===== config.mk =====
export PLATFORM = sky130hd
export DESIGN_NAME = planar_tile_to_packed_bitmap
export DESIGN_NICKNAME = d
export VERILOG_FILES = /design/src/hdl/ptpb_pkg.sv /design/src/hdl/ptpb_front.sv /design/src/hdl/ptpb_queue.sv /design/src/hdl/ptpb_back.sv /design/src/hdl/planar_tile_to_packed_bitmap.sv
export VERILOG_INCLUDE_DIRS = /design/src /design/src/hdl
export SDC_FILE = /design/constraint.sdc
export NUM_CORES = 1
export LEC_CHECK = 0
export BUFFER_PORTS_ARGS = -buffer_cell sky130_fd_sc_hd__buf_2
export CAP_MARGIN = 20
export CORE_MARGIN = 2
export CORE_UTILIZATION = 40
export CTS_CLUSTER_SIZE = 14
export DETAILED_ROUTE_END_ITERATION = 6
export GPL_TIMING_DRIVEN = 0
export PLACE_DENSITY = 0.57
export RECOVER_POWER = 25
export SKIP_CTS_REPAIR_TIMING = 1
export SYNTH_ARGS = -nofsm -noshare
export SYNTH_HDL_FRONTEND = slang
export SYNTH_HIERARCHICAL = 1
export SYNTH_SLANG_ARGS = --single-unit

===== constraint.sdc =====
create_clock -name clk_i -period 6.1 [get_ports clk_i]
set_clock_uncertainty 0.2 [all_clocks]
set_input_delay 0.305 -clock clk_i [delete_from_list [all_inputs] [get_ports clk_i]]
set_output_delay 0.305 -clock clk_i [all_outputs]
set_load 0.005 [all_outputs]

===== src/hdl/assert_macros.svh =====
// Assertion macros shared by the RTL modules.
`ifndef ASSERT_MACROS_SVH
`define ASSERT_MACROS_SVH

// Check a property on every rising clock edge outside reset.
`define ASSERT_CLK(label, prop, msg) \
  label: assert property (@(posedge clk_i) disable iff (!rst_ni) (prop)) else $error(msg);

// Check that an antecedent implies a consequent in the same cycle.
`define ASSERT_IMPL(label, ante, cons, msg) \
  label: assert property (@(posedge clk_i) disable iff (!rst_ni) (ante) |-> (cons)) \
    else $error(msg);

`endif


===== src/hdl/ptpb_pkg.sv =====
// Types and constants shared by the tile row to bitmap converter.
package ptpb_pkg;

  localparam int unsigned CFG_IDX_W  = 2;
  localparam int unsigned CFG_DATA_W = 4;
  localparam int unsigned ADDR_W     = 13;
  localparam int unsigned PX_BITS    = 4;

  // Configuration register indexes
  localparam logic [CFG_IDX_W-1:0] REG_BANK_SIZE = 2'd0;
  localparam logic [CFG_IDX_W-1:0] REG_SCALE     = 2'd1;

  localparam logic [1:0] BANK_SIZE_RESET = 2'd3;
  localparam logic [3:0] SCALE_RESET     = 4'd1;
  localparam logic [1:0] PIXEL_MASK      = 2'h3;

  // One classified tile row waiting for serialization
  typedef struct packed {
    logic [7:0]        plane_high;
    logic [7:0]        plane_low;
    logic              row_end;
    logic              sheet_end;
    logic [ADDR_W-1:0] addr;
  } ptpb_entry_t;

endpackage


===== src/hdl/ptpb_front.sv =====
// Front end: configuration registers, sheet position counters and item classification.
module ptpb_front #(
  parameter int unsigned MAX_SCALE = 10,
  parameter int unsigned SW        = $clog2(MAX_SCALE + 1)
) (
  input  logic                             clk_i,
  input  logic                             rst_ni,
  input  logic                             cfg_valid_i,
  input  logic [ptpb_pkg::CFG_IDX_W-1:0]   cfg_index_i,
  input  logic [ptpb_pkg::CFG_DATA_W-1:0]  cfg_data_i,
  input  logic                             in_valid_i,
  input  logic [7:0]                       plane_low_i,
  input  logic [7:0]                       plane_high_i,
  input  logic                             q_full_i,
  output logic                             in_stall_o,
  output logic                             push_o,
  output ptpb_pkg::ptpb_entry_t            entry_o,
  output logic [SW-1:0]                    scale_o
);
  import ptpb_pkg::*;

  logic [1:0]    bank_q, bank_d;
  logic [3:0]    scale_q, scale_d;
  logic          sec_q, sec_d;
  logic [3:0]    col_q, col_d;
  logic [3:0]    trow_q, trow_d;
  logic [2:0]    prow_q, prow_d;
  logic [SW-1:0] rrep_q, rrep_d;

  logic          accept;
  logic          dim16, two_sec;
  logic          col_last, row_done, rrep_last, sheet_done;
  logic [SW:0]   rrep_inc;
  logic [SW-1:0] s_eff;
  logic          restart;
  logic [3:0]    trow_top;
  logic [8:0]    tile_idx;

  // Hold input while the queue is full or a register write is presented
  assign in_stall_o = q_full_i || cfg_valid_i;
  assign accept     = in_valid_i && !in_stall_o;

  // Clamp the scale register to 1..MAX_SCALE
  always_comb begin
    if (scale_q == 4'd0) begin
      s_eff = SW'(1);
    end else if (32'(scale_q) > MAX_SCALE) begin
      s_eff = SW'(MAX_SCALE);
    end else begin
      s_eff = SW'(scale_q);
    end
  end
  assign scale_o = s_eff;

  // Classify the current position
  assign dim16      = bank_q[1];
  assign two_sec    = bank_q[0];
  assign col_last   = dim16 ? (col_q == 4'd15) : (col_q[2:0] == 3'd7);
  assign row_done   = col_last && (!two_sec || sec_q);
  assign rrep_inc   = {1'b0, rrep_q} + (SW+1)'(1);
  assign rrep_last  = rrep_inc >= {1'b0, s_eff};
  assign sheet_done = row_done && (trow_q == 4'd0) && (prow_q == 3'd0) && rrep_last;

  // Advance the position, restart on bank size or scale writes and after the sheet
  always_comb begin
    bank_d   = bank_q;
    scale_d  = scale_q;
    sec_d    = sec_q;
    col_d    = col_q;
    trow_d   = trow_q;
    prow_d   = prow_q;
    rrep_d   = rrep_q;
    restart  = 1'b0;
    trow_top = dim16 ? 4'd15 : 4'd7;
    if (cfg_valid_i) begin
      case (cfg_index_i)
        REG_BANK_SIZE: begin
          bank_d  = cfg_data_i[1:0];
          restart = 1'b1;
        end
        REG_SCALE: begin
          scale_d = cfg_data_i;
          restart = 1'b1;
        end
        default: ;
      endcase
    end else if (accept) begin
      if (!col_last) begin
        col_d = col_q + 4'd1;
      end else begin
        col_d = 4'd0;
        if (two_sec && !sec_q) begin
          sec_d = 1'b1;
        end else begin
          sec_d = 1'b0;
          if (!rrep_last) begin
            rrep_d = rrep_inc[SW-1:0];
          end else begin
            rrep_d = '0;
            if (prow_q != 3'd0) begin
              prow_d = prow_q - 3'd1;
            end else begin
              prow_d = 3'd7;
              trow_d = (trow_q != 4'd0) ? trow_q - 4'd1 : trow_top;
            end
          end
        end
      end
      restart = sheet_done;
    end
    if (restart) begin
      sec_d  = 1'b0;
      col_d  = 4'd0;
      trow_d = bank_d[1] ? 4'd15 : 4'd7;
      prow_d = 3'd7;
      rrep_d = '0;
    end
  end

  // Form the address of the next expected row
  assign tile_idx = dim16 ? {sec_d, trow_d, col_d}
                          : {2'b00, sec_d, trow_d[2:0], col_d[2:0]};

  assign push_o               = accept;
  assign entry_o.plane_high   = plane_high_i;
  assign entry_o.plane_low    = plane_low_i;
  assign entry_o.row_end      = row_done;
  assign entry_o.sheet_end    = sheet_done;
  assign entry_o.addr         = {tile_idx, 1'b0, prow_d};

  // Hold configuration and position
  always_ff @(posedge clk_i or negedge rst_ni) begin
    if (!rst_ni) begin
      bank_q  <= BANK_SIZE_RESET;
      scale_q <= SCALE_RESET;
      sec_q   <= 1'b0;
      col_q   <= 4'd0;
      trow_q  <= 4'd15;
      prow_q  <= 3'd7;
      rrep_q  <= '0;
    end else begin
      bank_q  <= bank_d;
      scale_q <= scale_d;
      sec_q   <= sec_d;
      col_q   <= col_d;
      trow_q  <= trow_d;
      prow_q  <= prow_d;
      rrep_q  <= rrep_d;
    end
  end

endmodule


===== src/hdl/ptpb_queue.sv =====
// Two-entry queue between the front end and the serializer.
module ptpb_queue (
  input  logic                  clk_i,
  input  logic                  rst_ni,
  input  logic                  push_i,
  input  ptpb_pkg::ptpb_entry_t entry_i,
  input  logic                  pop_i,
  output logic                  full_o,
  output logic                  valid_o,
  output ptpb_pkg::ptpb_entry_t entry_o
);
  import ptpb_pkg::*;

  `include "assert_macros.svh"

  ptpb_entry_t slot_q [2];
  logic        wptr_q, rptr_q;
  logic [1:0]  count_q;

  assign full_o  = (count_q == 2'd2);
  assign valid_o = (count_q != 2'd0);
  assign entry_o = slot_q[rptr_q];

  // Store pushed items
  always_ff @(posedge clk_i) begin
    if (push_i) begin
      slot_q[wptr_q] <= entry_i;
    end
  end

  // Advance pointers and the fill count
  always_ff @(posedge clk_i or negedge rst_ni) begin
    if (!rst_ni) begin
      wptr_q  <= 1'b0;
      rptr_q  <= 1'b0;
      count_q <= 2'd0;
    end else begin
      if (push_i) begin
        wptr_q <= ~wptr_q;
      end
      if (pop_i) begin
        rptr_q <= ~rptr_q;
      end
      case ({push_i, pop_i})
        2'b10:   count_q <= count_q + 2'd1;
        2'b01:   count_q <= count_q - 2'd1;
        default: count_q <= count_q;
      endcase
    end
  end

  `ASSERT_CLK(a_count_bound, count_q != 2'd3, "queue fill count out of range")
  `ASSERT_IMPL(a_no_pop_empty, pop_i, count_q != 2'd0, "pop from empty queue")

endmodule


===== src/hdl/ptpb_back.sv =====
// Back end: expands one tile row into replicated, packed bitmap bytes.
module ptpb_back #(
  parameter int unsigned MAX_SCALE = 10,
  parameter int unsigned SW        = $clog2(MAX_SCALE + 1)
) (
  input  logic                         clk_i,
  input  logic                         rst_ni,
  input  logic [SW-1:0]                scale_i,
  input  logic                         q_valid_i,
  input  ptpb_pkg::ptpb_entry_t        q_entry_i,
  output logic                         pop_o,
  output logic                         out_valid_o,
  input  logic                         out_stall_i,
  output logic [7:0]                   packed_byte_o,
  output logic                         last_of_item_o,
  output logic                         row_end_o,
  output logic                         sheet_end_o,
  output logic [ptpb_pkg::ADDR_W-1:0]  next_row_address_o
);
  import ptpb_pkg::*;

  `include "assert_macros.svh"

  logic [2:0]    pix_q, pix_d;
  logic [SW-1:0] rep_q, rep_d;
  logic [2:0]    pix1, pix2;
  logic [SW-1:0] rep1, rep2;
  logic          wrap0, wrap1;
  logic [SW:0]   inc0, inc1;
  logic          emit, last;
  logic [1:0]    px_hi, px_lo;

  logic              out_valid_q;
  logic [7:0]        byte_q;
  logic              last_q, row_end_q, sheet_end_q;
  logic [ADDR_W-1:0] addr_q;

  // Step the pixel/repeat position twice: one step per nibble
  assign inc0  = {1'b0, rep_q} + (SW+1)'(1);
  assign wrap0 = inc0 >= {1'b0, scale_i};
  assign pix1  = wrap0 ? pix_q + 3'd1 : pix_q;
  assign rep1  = wrap0 ? '0 : inc0[SW-1:0];
  assign inc1  = {1'b0, rep1} + (SW+1)'(1);
  assign wrap1 = inc1 >= {1'b0, scale_i};
  assign pix2  = wrap1 ? pix1 + 3'd1 : pix1;
  assign rep2  = wrap1 ? '0 : inc1[SW-1:0];
  assign last  = (pix1 == 3'd7) && wrap1;

  // Pick the two pixels of this byte, MSB first
  assign px_hi = {q_entry_i.plane_high[3'd7 - pix_q], q_entry_i.plane_low[3'd7 - pix_q]}
                 & PIXEL_MASK;
  assign px_lo = {q_entry_i.plane_high[3'd7 - pix1], q_entry_i.plane_low[3'd7 - pix1]}
                 & PIXEL_MASK;

  assign emit  = q_valid_i && (!out_valid_q || !out_stall_i);
  assign pop_o = emit && last;

  always_comb begin
    pix_d = pix_q;
    rep_d = rep_q;
    if (emit) begin
      pix_d = last ? 3'd0 : pix2;
      rep_d = last ? '0 : rep2;
    end
  end

  // Hold the serializer position and the output valid
  always_ff @(posedge clk_i or negedge rst_ni) begin
    if (!rst_ni) begin
      pix_q       <= 3'd0;
      rep_q       <= '0;
      out_valid_q <= 1'b0;
    end else begin
      pix_q <= pix_d;
      rep_q <= rep_d;
      if (emit) begin
        out_valid_q <= 1'b1;
      end else if (!out_stall_i) begin
        out_valid_q <= 1'b0;
      end
    end
  end

  // Load the output byte and its flags
  always_ff @(posedge clk_i) begin
    if (emit) begin
      byte_q      <= {(PX_BITS)'(px_hi), (PX_BITS)'(px_lo)};
      last_q      <= last;
      row_end_q   <= last && q_entry_i.row_end;
      sheet_end_q <= last && q_entry_i.sheet_end;
      addr_q      <= q_entry_i.addr;
    end
  end

  assign out_valid_o        = out_valid_q;
  assign packed_byte_o      = byte_q;
  assign last_of_item_o     = last_q;
  assign row_end_o          = row_end_q;
  assign sheet_end_o        = sheet_end_q;
  assign next_row_address_o = addr_q;

  `ASSERT_IMPL(a_row_end_last, out_valid_q && row_end_q, last_q,
               "row end flagged on a byte that is not the last of its item")
  `ASSERT_IMPL(a_sheet_end_row, out_valid_q && sheet_end_q, row_end_q,
               "sheet end flagged without row end")

endmodule


===== src/hdl/planar_tile_to_packed_bitmap.sv =====
// Top level: converts planar 2-bit tile rows to a packed 4-bit bitmap byte stream.
// An accepted item is stored in the queue; its bytes are then registered in the output register.
// Each item yields 4*scale packed bytes (4 at scale 1); the serializer emits one packed byte per
// cycle while an item is queued and the output is not stalled; a two-entry queue lets input run ahead.
// Reset: 8KB bank (16x16 tiles, 2 sections), scale 1, position at the sheet start,
// queue and output register empty.
module planar_tile_to_packed_bitmap #(
  parameter int unsigned MAX_SCALE = 10
) (
  input  logic                             clk_i,
  input  logic                             rst_ni,
  input  logic                             cfg_valid_i,
  output logic                             cfg_ready_o,
  input  logic [ptpb_pkg::CFG_IDX_W-1:0]   cfg_index_i,
  input  logic [ptpb_pkg::CFG_DATA_W-1:0]  cfg_data_i,
  input  logic                             in_valid_i,
  output logic                             in_stall_o,
  input  logic [7:0]                       plane_low_i,
  input  logic [7:0]                       plane_high_i,
  output logic                             out_valid_o,
  input  logic                             out_stall_i,
  output logic [7:0]                       packed_byte_o,
  output logic                             last_of_item_o,
  output logic                             row_end_o,
  output logic                             sheet_end_o,
  output logic [ptpb_pkg::ADDR_W-1:0]      next_row_address_o
);
  import ptpb_pkg::*;

  localparam int unsigned SW = $clog2(MAX_SCALE + 1);

  logic          push, pop, q_full, q_valid;
  ptpb_entry_t   push_entry, head_entry;
  logic [SW-1:0] scale_eff;

  assign cfg_ready_o = 1'b1;

  ptpb_front #(.MAX_SCALE(MAX_SCALE), .SW(SW)) u_front (
    .clk_i        (clk_i),
    .rst_ni       (rst_ni),
    .cfg_valid_i  (cfg_valid_i),
    .cfg_index_i  (cfg_index_i),
    .cfg_data_i   (cfg_data_i),
    .in_valid_i   (in_valid_i),
    .plane_low_i  (plane_low_i),
    .plane_high_i (plane_high_i),
    .q_full_i     (q_full),
    .in_stall_o   (in_stall_o),
    .push_o       (push),
    .entry_o      (push_entry),
    .scale_o      (scale_eff)
  );

  ptpb_queue u_queue (
    .clk_i   (clk_i),
    .rst_ni  (rst_ni),
    .push_i  (push),
    .entry_i (push_entry),
    .pop_i   (pop),
    .full_o  (q_full),
    .valid_o (q_valid),
    .entry_o (head_entry)
  );

  ptpb_back #(.MAX_SCALE(MAX_SCALE), .SW(SW)) u_back (
    .clk_i              (clk_i),
    .rst_ni             (rst_ni),
    .scale_i            (scale_eff),
    .q_valid_i          (q_valid),
    .q_entry_i          (head_entry),
    .pop_o              (pop),
    .out_valid_o        (out_valid_o),
    .out_stall_i        (out_stall_i),
    .packed_byte_o      (packed_byte_o),
    .last_of_item_o     (last_of_item_o),
    .row_end_o          (row_end_o),
    .sheet_end_o        (sheet_end_o),
    .next_row_address_o (next_row_address_o)
  );

endmodule


==> impl_metrics.env, run 1 <==
export IMPL_status="complete, but fails checks"
export IMPL_violations="capacitance limit, slew limit"
export IMPL_synth_edf_count=82
export IMPL_final_core_util_pct=48.7
export IMPL_sw_frac_of_total_pct=35.4
export IMPL_grt_max_degree=35
export IMPL_cp_required_ns=6.24
export IMPL_peakVddDrop_v=0.000254
export IMPL_drv_cap=1
export IMPL_cp_data_arrival_time_ns=4.81
export IMPL_wl_um=12600
export IMPL_hold_viol_final=0
export IMPL_ant_nets=0
export IMPL_port_buffers=32
export IMPL_cts_root_buffer="clkbuf_16"
export IMPL_worstSetupEndpointType="flop"
export IMPL_synth_cell_type_count=70
export IMPL_die_y_um=130
export IMPL_clock_sinks=116
export IMPL_first_pass_iters=4
export IMPL_p_sw_mw=1.42
export IMPL_synth_area_um2=6350
export IMPL_ys_flop_type="edfxtp_1"
export IMPL_rsz0062_at_grt="false"
export IMPL_finalCriticalPeriod_ns=4.67
export IMPL_async_flop_share_pct=29.3
export IMPL_power_frac_seq_pct=28.6
export IMPL_pin_count=54
export IMPL_comb_power_share_pct=44.3
export IMPL_layout_commonest_cell="edfxtp_1"
export IMPL_cts_buffer_depth=2
export IMPL_initial_core_util_pct=40.4
export IMPL_max_stage_delay_ns=0.44
export IMPL_clk_pin_slew_worst_paths_ns=0.06
export IMPL_ys_ff_latch=116
export IMPL_power_internal_mw=2.58
export IMPL_globalplace_congestion=0.813
export IMPL_clkPwrFrac_pct=27.1
export IMPL_finalSetupViolCount=0
export IMPL_post_synth_main_area_contributors="edfxtp_1 (39%), dfrtp_1 (9.5%), mux2_4 (7.1%), ha_1 (4.9%), dfstp_2 (4.1%)"
export IMPL_die_area_um2=16900
export IMPL_track_usage_pct=16.0
export IMPL_synth_top_area_cell="edfxtp_1"
export IMPL_clock_latency_ns=0.42
export IMPL_maxSlewViolCount=35
export IMPL_p_per_area_nw_per_um2=522
export IMPL_path_class="reg2reg"
export IMPL_grt_pass1_wl_um=20200
export IMPL_crit_path_top_delay_cell="dfrtp_1"
export IMPL_worstMarginPinSlew_ns=1.99
export IMPL_cts_buffers=17
export IMPL_nNetsFinal=598
export IMPL_yosysWarnings=6
export IMPL_syn_inst=469
export IMPL_power_mw=3.99
export IMPL_cp_common_cell="ha_1"
export IMPL_ys_seq_area_share_pct=52.4
export IMPL_grt_pass1_vias=3931
export IMPL_cp_cell_sequence="ha_1 > xor2_1 > ha_1 > a21oi_2 > o21ai_1 > a21boi_2 > and2_1 > ha_1 > ha_1 > a21oi_1 > o21ai_1 > a41o_1 > buf_4 > and3_1 > ha_1 > nor2_1 > xor2_1"
export IMPL_hpwl_um=8760
export IMPL_drc=0
export IMPL_antennaDiodeCount=0
export IMPL_core_area_um2=15700
export IMPL_drtIter0Drc=260
export IMPL_hold_path_class="in2reg"
export IMPL_grt_remaining_overflow=0
export IMPL_die_w_um=130
export IMPL_areaGrowthSynthToFinish_pct=20.5
export IMPL_tns_ns=0
export IMPL_syn_area_per_cell_um2=13.5
export IMPL_antenna_found_initial=0
export IMPL_p_leak_nw=3.15
export IMPL_synth_top_cell_area_share_pct=38.8
export IMPL_fin_crit_sh_pct=76.6
export IMPL_rows=46
export IMPL_htreeDepth=4
export IMPL_routedWlPerCell_um=16.3
export IMPL_slew_headroom_pct=-32.8
export IMPL_routed_via_density=5.06
export IMPL_drive_gt1_share_pct=31.1
export IMPL_via_count=3921
export IMPL_timing_fmax_mhz=214
export IMPL_crit_fanout=10
export IMPL_cp_start_kind="flop"
export IMPL_layout_common_cells="edfxtp_1 (82), buf_2 (32), nand2_1 (32)"
export IMPL_cts_tree="built"
==> cell usage after synthesis, drive strengths merged, types with 3 or more instances <==
| cell type | instances |
|---|---|
| a211oi | 3 |
| a21oi | 14 |
| a221oi | 8 |
| a22o | 4 |
| a31oi | 3 |
| and2 | 8 |
| and3 | 6 |
| buf | 39 |
| clkbuf | 4 |
| conb | 3 |
| dfrtp | 24 |
| dfstp | 10 |
| edfxtp | 82 |
| ha | 25 |
| inv | 19 |
| mux2 | 42 |
| mux2i | 5 |
| mux4 | 12 |
| nand2 | 34 |
| nand2b | 7 |
| nand3 | 6 |
| nand4 | 3 |
| nor2 | 20 |
| nor2b | 19 |
| nor3 | 6 |
| nor4 | 3 |
| o21a | 3 |
| o21ai | 14 |
| o31ai | 4 |
| or2 | 3 |
| xnor2 | 6 |
| xor2 | 6 |
==> metrics by stage <==
stage	cell area, um2	setup slack, ns	hold WS, ns	std cells
floorplan	6360	2.02	-0.191	472
global placement	6790	1.52	0.258	720
detailed placement	6820	1.45	0.259	721
CTS	7460	1.44	-0.195	753
global route	7650	1.08	0.102	775
finish	7650	1.43	0.107	775
==> logic make-up (layout without fill, tap and decap cells) <==
| kind of cell | Yosys count | after routing | synth area share (%) |
|---|---|---|---|
| simple gates | 122 | 122 | 10.4 |
| fa+ha+maj | 26 | 26 | 5.09 |
| compound gates | 68 | 68 | 8.42 |
| buf+inv | 63 | 150 | 7.04 |
| xor+xnor | 12 | 12 | 1.66 |
| mux | 59 | 59 | 14.9 |
| flops | 116 | 116 | 52.4 |
| other cells | 3 | 6 | 0.177 |
==> worst paths after layout <==
| kind | start | end | slack [ns] | cells after the start |
|---|---|---|---|---|
| min reg2reg | u_queue/count_q[1] | u_queue/count_q[1] | 0.29 | 1 |
| min in group asynchronous | rst_ni | u_front/col_q[3] | 0.79 | 2 |
| min | cfg_index_i[0] | u_front/bank_q[0] | 0.11 | 3 |
| max in group asynchronous | rst_ni | u_front/rrep_q[0] | 3.77 | 2 |
| max | u_back/rep_q[0] | u_queue/count_q[1] | 1.43 | 17 |
| max reg2reg | u_back/rep_q[0] | u_queue/count_q[1] | 1.43 | 17 |
==> sequential cells by signal, indices dropped and copies added, names as in the netlist <==
signal and cells:
u_queue/rptr_q 1, u_front/rrep_q 4, u_back/sheet_end_o 1, u_queue/slot_q 62, u_back/out_valid_o 1, u_front/sec_q 1, u_back/row_end_o 1, u_queue/count_q 2
u_back/pix_q 3, u_front/scale_q 4, u_front/bank_q 2, u_queue/wptr_q 1, u_front/trow_q 4, u_back/next_row_address_o 13, u_front/prow_q 3, u_back/packed_byte_o 4
u_back/rep_q 4, u_back/last_of_item_o 1, u_front/col_q 4
==> critical path: cells and delay by family, from the launching register on <==
family,cells,cell delay (ns)
buffers and inverters,1,0.19
XOR/XNOR,2,0.45
AND/OR/NAND/NOR,3,0.55
adder cells (fa/ha/maj),5,1.44
AO/OA/AOI/OAI,6,1.31
flip-flops,1,0.44
==> power groups by stage <==
stage               logic, mW  registers [mW]  clock network (mW)
floorplan                1.35            1.14                   0
global placement         1.71            1.15                   0
detailed placement       1.76            1.16                   0
CTS                      1.77            1.14                1.11
global route             1.97            1.16                1.14
finish                   1.77            1.14                1.08
==> per-layer routing <==
layer | track usage [%] | up-vias | routed length [um]
met5 | 0 | - | 0
met4 | 6.01 | 0 | 174
met3 | 4.76 | 14 | 515
met2 | 26.6 | 80 | 6400
met1 | 19.7 | 1953 | 5560
li1 | - | 1874 | -
==> cell type report <==
type	count	area, um2
Fill cell	1394	8070
Sequential cell	116	3330
Multi-Input combinational cell	293	2590
Clock buffer	17	425
Timing Repair Buffer	55	398
Buffer	44	345
Tap cell	216	270
Clock inverter	15	218
Inverter	19	71.3
Power figures use the tool's default switching activity.
==> inputs of run 2 (changes only) <==
- clock period: 6.1 -> 4.6 ns (I/O delays scaled with it)
==> run 2 against run 1 <==
The run still ends with capacitance limit, slew limit left. Die area stayed put. First-iteration DRC count is 23% higher. Fmax is 6.7% higher. Hold slack worse by 0.075 ns. Core utilization is 0.58 points higher. Critical path depth stayed put. Sequential share of layout area is 0.51 points lower. Largest power group unchanged. Sequential cell count stayed put. Total power is 38% higher. Combinational power is 44% higher. Final area is 1.2% higher. Register-to-register slack worse by 1.2 ns.
==> impl_metrics.env, run 2 (same netlist as run 1, synthesis figures left out) <==
export IMPL_power_mw=5.50
export IMPL_drc=0
export IMPL_drv_cap=1
export IMPL_cp_required_ns=4.74
export IMPL_placed_cell_area_um2=6820
export IMPL_hpwl_um=8760
export IMPL_cp_start_kind="flop"
export IMPL_rr_startpoint="u_back/rep_q[0]"
export IMPL_drtIter0Drc=321
export IMPL_worstSetupEndpointType="flop"
export IMPL_grt_pass1_vias=3931
export IMPL_timing_fmax_mhz=228
export IMPL_hold_viol_final=0
export IMPL_p_per_area_nw_per_um2=710
export IMPL_fin_area_um2=7740
export IMPL_violations="capacitance limit, slew limit"
export IMPL_hold_path_class="in2reg"
export IMPL_maxSlewViolCount=35
export IMPL_slew_headroom_pct=-34.5
export IMPL_r2r_slack_ns=0.22
export IMPL_clk_pin_slew_worst_paths_ns=0.06
export IMPL_core_area_um2=15700
export IMPL_antennaDiodeCount=0
export IMPL_areaGrowthSynthToFinish_pct=21.9
export IMPL_cp_data_arrival_time_ns=4.52
export IMPL_whs_endpoint="u_front/bank_q[0]"
export IMPL_layout_commonest_cell="edfxtp_1"
export IMPL_globalplace_congestion=0.813
export IMPL_pin_count=54
export IMPL_worstMarginPinSlew_ns=2.02
export IMPL_htreeDepth=4
export IMPL_first_pass_iters=4
export IMPL_initial_core_util_pct=40.4
export IMPL_routed_via_density=5.11
export IMPL_drive_gt1_share_pct=33.4
export IMPL_grt_remaining_overflow=0
export IMPL_cp_cell_sequence="ha_2 > xor2_2 > ha_4 > a21oi_4 > o21a_2 > o21ai_4 > nor2_1 > ha_1 > ha_1 > a21oi_2 > o21ai_2 > a41o_1 > buf_4 > and3_2 > ha_1 > nor2_1 > xor2_1"
export IMPL_wl_um=13000
export IMPL_worstHoldStart="cfg_index_i[0]"
export IMPL_final_core_util_pct=49.3
export IMPL_status="complete, but fails checks"
export IMPL_fin_crit_sh_pct=95.2
export IMPL_largest_reg_flops=62
export IMPL_cp_common_cell="ha_1"
export IMPL_max_stage_delay_ns=0.44
export IMPL_crit_path_top_delay_cell="dfrtp_1"
export IMPL_rows=46
export IMPL_layout_common_cells="edfxtp_1 (82), buf_2 (32), nand2_1 (32)"
export IMPL_path_class="reg2reg"
export IMPL_setup_ws_ns=0.219
export IMPL_p_leak_nw=3.18
export IMPL_nNetsFinal=602
export IMPL_peakVddDrop_v=0.000330
export IMPL_regMostFlops="u_queue/slot_q"
export IMPL_die_area_um2=16900
export IMPL_r2r_end="u_queue/count_q[1]"
export IMPL_crit_fanout=10
export IMPL_r2r_worst_path_cells=17
export IMPL_cts_root_buffer="clkbuf_16"
export IMPL_ant_nets=0
export IMPL_grt_pass1_wl_um=20200
export IMPL_die_w_um=130
export IMPL_antenna_found_initial=0
export IMPL_final_cells=779
export IMPL_track_usage_pct=16.0
export IMPL_port_buffers=32
export IMPL_cts_buffer_depth=2
export IMPL_finalCriticalPeriod_ns=4.38
export IMPL_routedWlPerCell_um=16.6
export IMPL_clock_sinks=116
export IMPL_min_path_cells=3
export IMPL_clock_latency_ns=0.42
export IMPL_dp_slack_ns=-0.0451
export IMPL_grt_max_degree=35
export IMPL_cts_tree="built"
export IMPL_cts_buffers=17
export IMPL_post_place_cells=721
export IMPL_finalSetupViolCount=0
export IMPL_die_y_um=130
export IMPL_via_count=3983
[run 2: worst max-delay path by stage]
stage	from	end	slack (ns)	depth (start not counted)
final	u_back/rep_q[0]	u_queue/count_q[1]	0.22	17
after global routing	u_back/rep_q[0]	u_queue/count_q[1]	-0.03	18
after CTS	u_back/rep_q[0]	u_queue/count_q[1]	-0.06	17
after detailed placement	u_back/rep_q[0]	u_queue/count_q[1]	-0.05	17
after global placement	u_back/rep_q[0]	u_queue/count_q[1]	0.02	17
after floorplan	u_back/rep_q[0]	u_queue/count_q[1]	0.52	17
[run 2: layer usage]
metal,up-vias,GRT usage [%],share of wire [%]
met5,-,0,0
met4,0,6.01,1.4
met3,14,4.76,4.4
met2,92,26.6,51
met1,1994,19.7,44
li1,1883,-,-
[run 2: final cells by class]
cell class | instances | area [um2]
multi-input cells | 293 | 2660
repair buffers | 59 | 428
well taps | 216 | 270
fillers | 1389 | 7970
plain buffers | 44 | 345
clock buffers | 17 | 425
clock inverters | 15 | 218
inverters | 19 | 71.3
flip-flops and latches | 116 | 3330
[run 2: critical path, delay by kind of cell, from the launching register on]
kind	cells	cell delay (ns)
adders and majority gates	5	1.42
AOI/OAI and AO/OA	6	1.05
and+or+nand+nor	3	0.56
DFF	1	0.44
xor gates and xnor gates	2	0.42
buffers and inverters	1	0.19
[run 2: per-stage QoR]
| step | setup TNS [ns] | hold slack [ns] |
|---|---|---|
| 2_1_floorplan | 0 | -0.266 |
| 3_3_place_gp | 0 | 0.183 |
| 3_5_place_dp | -0.0451 | 0.184 |
| 4_1_cts | -0.0585 | -0.270 |
| 5_1_grt | -0.0298 | 0.0269 |
| 6_report | 0 | 0.0317 |
[run 2: power by group]
part / switching [mW] / internal, mW / total [mW]
clock: 0.513 / 0.923 / 1.44
combinational: 1.33 / 1.21 / 2.55
sequential: 0.113 / 1.40 / 1.52
==> inputs of run 3 (changes only) <==
- CORE_UTILIZATION: 40 -> 60
- PLACE_DENSITY: 0.57 -> 0.82
==> run 3 against run 2 <==
The run still ends with capacitance limit, slew limit left. Register-to-register slack worse by 0.03 ns. Setup slack worse by 0.026 ns. First-iteration DRC count is 7.2% lower. Routed wire length is 6.2% higher. Critical endpoint unchanged. Largest power group unchanged. Highest routed layer unchanged.
==> impl_metrics.env, run 3 (same netlist as run 1, synthesis figures left out) <==
export IMPL_cp_data_arrival_time_ns=4.65
export IMPL_path_buf_inv=1
export IMPL_cts_buffer_depth=2
export IMPL_largest_reg_flops=62
export IMPL_p_leak_nw=3.15
export IMPL_violations="capacitance limit, slew limit"
export IMPL_whs_ns=0.0919
export IMPL_areaGrowthSynthToFinish_pct=19.3
export IMPL_htreeDepth=4
export IMPL_cts_root_buffer="clkbuf_8"
export IMPL_path_class="reg2reg"
export IMPL_cts_tree="built"
export IMPL_hpwl_um=8450
export IMPL_die_area_um2=11400
export IMPL_grt_pass1_vias=4142
export IMPL_drc=0
export IMPL_first_pass_iters=5
export IMPL_track_usage_pct=24.0
export IMPL_cp_common_cell="ha_1"
export IMPL_peakVddDrop_v=0.000364
export IMPL_antenna_found_initial=0
export IMPL_max_stage_delay_ns=0.42
export IMPL_cp_cell_sequence="ha_2 > xor2_4 > ha_1 > a21oi_2 > o21a_2 > o21ai_4 > nor2_1 > ha_1 > ha_1 > a21oi_1 > o21ai_1 > a41o_1 > buf_4 > and3_1 > ha_1 > nor2_1 > xor2_1"
export IMPL_final_fill_count=638
export IMPL_grt_pass1_wl_um=20700
export IMPL_worstSetupEndpointType="flop"
export IMPL_tns_ns=0
export IMPL_finalCriticalPeriod_ns=4.41
export IMPL_clk_pin_slew_worst_paths_ns=0.06
export IMPL_antennaDiodeCount=0
export IMPL_fin_area_um2=7570
export IMPL_maxSlewViolCount=35
export IMPL_die_w_um=107
export IMPL_hold_viol_final=0
export IMPL_worstMarginPinSlew_ns=1.95
export IMPL_finalSetupViolCount=0
export IMPL_crit_family="adder cells"
export IMPL_via_count=4136
export IMPL_regMostFlops="u_queue/slot_q"
export IMPL_grt_max_degree=35
export IMPL_rows=37
export IMPL_grt_remaining_overflow=0
export IMPL_die_y_um=107
export IMPL_globalplace_congestion=0.865
export IMPL_post_place_cells=640
export IMPL_port_buffers=32
export IMPL_layout_common_cells="edfxtp_1 (82), buf_2 (33), nand2_1 (32)"
export IMPL_nNetsFinal=603
export IMPL_placed_cell_area_um2=6700
export IMPL_final_cells=700
export IMPL_cp_start_kind="flop"
export IMPL_drv_cap=1
export IMPL_wl_um=13800
export IMPL_initial_core_util_pct=61.7
export IMPL_hold_path_class="in2reg"
export IMPL_cts_buffers=17
export IMPL_drtIter0Drc=298
export IMPL_cp_num_cells=17
export IMPL_timing_fmax_mhz=227
export IMPL_cp_required_ns=4.84
export IMPL_crit_path_top_delay_cell="dfrtp_2"
export IMPL_clock_sinks=116
export IMPL_routedWlPerCell_um=19.7
export IMPL_core_area_um2=10300
export IMPL_layout_commonest_cell="edfxtp_1"
export IMPL_crit_fanout=10
export IMPL_fin_crit_sh_pct=95.8
export IMPL_r2r_worst_path_cells=17
export IMPL_pin_count=54
export IMPL_slew_headroom_pct=-29.9
export IMPL_drive_gt1_share_pct=32.4
export IMPL_min_path_cells=3
export IMPL_status="complete, but fails checks"
export IMPL_clock_latency_ns=0.52
export IMPL_p_per_area_nw_per_um2=704
export IMPL_routed_via_density=5.91
export IMPL_ant_nets=0
run 3: cell types whose count changed in the layout (fill, tap and decap cells not counted), moves of 2 or more:
| cell | change |
|---|---|
| clkbuf_1 | -2 |
| clkinv_8 | +4 |
| bufinv_16 | -4 |
| inv_6 | -4 |
| inv_8 | +6 |
| dlygate4sd3_1 | +3 |
| o21ai_2 | -2 |
| o21ai_1 | +2 |
| clkinv_4 | -2 |
run 3: cell type report:
| type | count | area [um2] | share of cell area (%) |
|---|---|---|---|
| flip-flops and latches | 116 | 3330 | 43.9 |
| well taps | 136 | 170 | 2.25 |
| repair buffers | 60 | 432 | 5.70 |
| clock inverters | 15 | 178 | 2.35 |
| plain buffers | 44 | 353 | 4.66 |
| multi-input cells | 293 | 2630 | 34.7 |
| clock buffers | 17 | 414 | 5.47 |
| inverters | 19 | 71.3 | 0.942 |
run 3: per-stage QoR:
stage                     setup WS (ns)  util (%)  power, mW
after CTS                        -0.112      70.9       5.17
after global placement           0.0562      65.1       3.73
after floorplan                   0.519         -       3.31
after detailed placement        -0.0307      65.2       3.84
final                             0.193      73.7       5.33
after global routing            -0.0221      73.7       5.65
run 3: layer usage:
metal	vias to the layer above	share of wire, %	GRT usage [%]
met4	0	2.6	7.79
met1	2037	38	29.4
met3	41	5.4	6.26
met5	-	0	0
met2	172	54	41.4
li1	1886	-	-
run 3: final timing paths:
kind | start | end | slack [ns]
max in group asynchronous | rst_ni | u_back/rep_q[0] | 2.33
hold reg to reg | u_queue/count_q[1] | u_queue/count_q[1] | 0.28
hold / removal | cfg_valid_i | u_front/col_q[3] | 0.09
setup reg to reg | u_back/rep_q[0] | u_queue/count_q[1] | 0.19
min in group asynchronous | rst_ni | u_front/col_q[3] | 0.61
setup / recovery | u_back/rep_q[0] | u_queue/count_q[1] | 0.19
run 3: where the power goes:
part           internal, mW  total [mW]  leakage [nW]  switching (mW)
clock                 0.709        1.28         0.288           0.573
sequential             1.40        1.53          1.14           0.124
combinational          1.15        2.52          1.73            1.37
run 3: worst reg2reg max path: stages (launching register included):
cell     delay, ns
dfrtp_2       0.42
ha_2          0.29
xor2_4        0.22
ha_1          0.29
a21oi_2       0.24
o21a_2        0.24
o21ai_4       0.10
nor2_1        0.18
ha_1          0.29
ha_1          0.29
a21oi_1       0.14
o21ai_1       0.14
a41o_1        0.29
buf_4         0.20
and3_1        0.20
ha_1          0.32
nor2_1        0.14
xor2_1        0.15
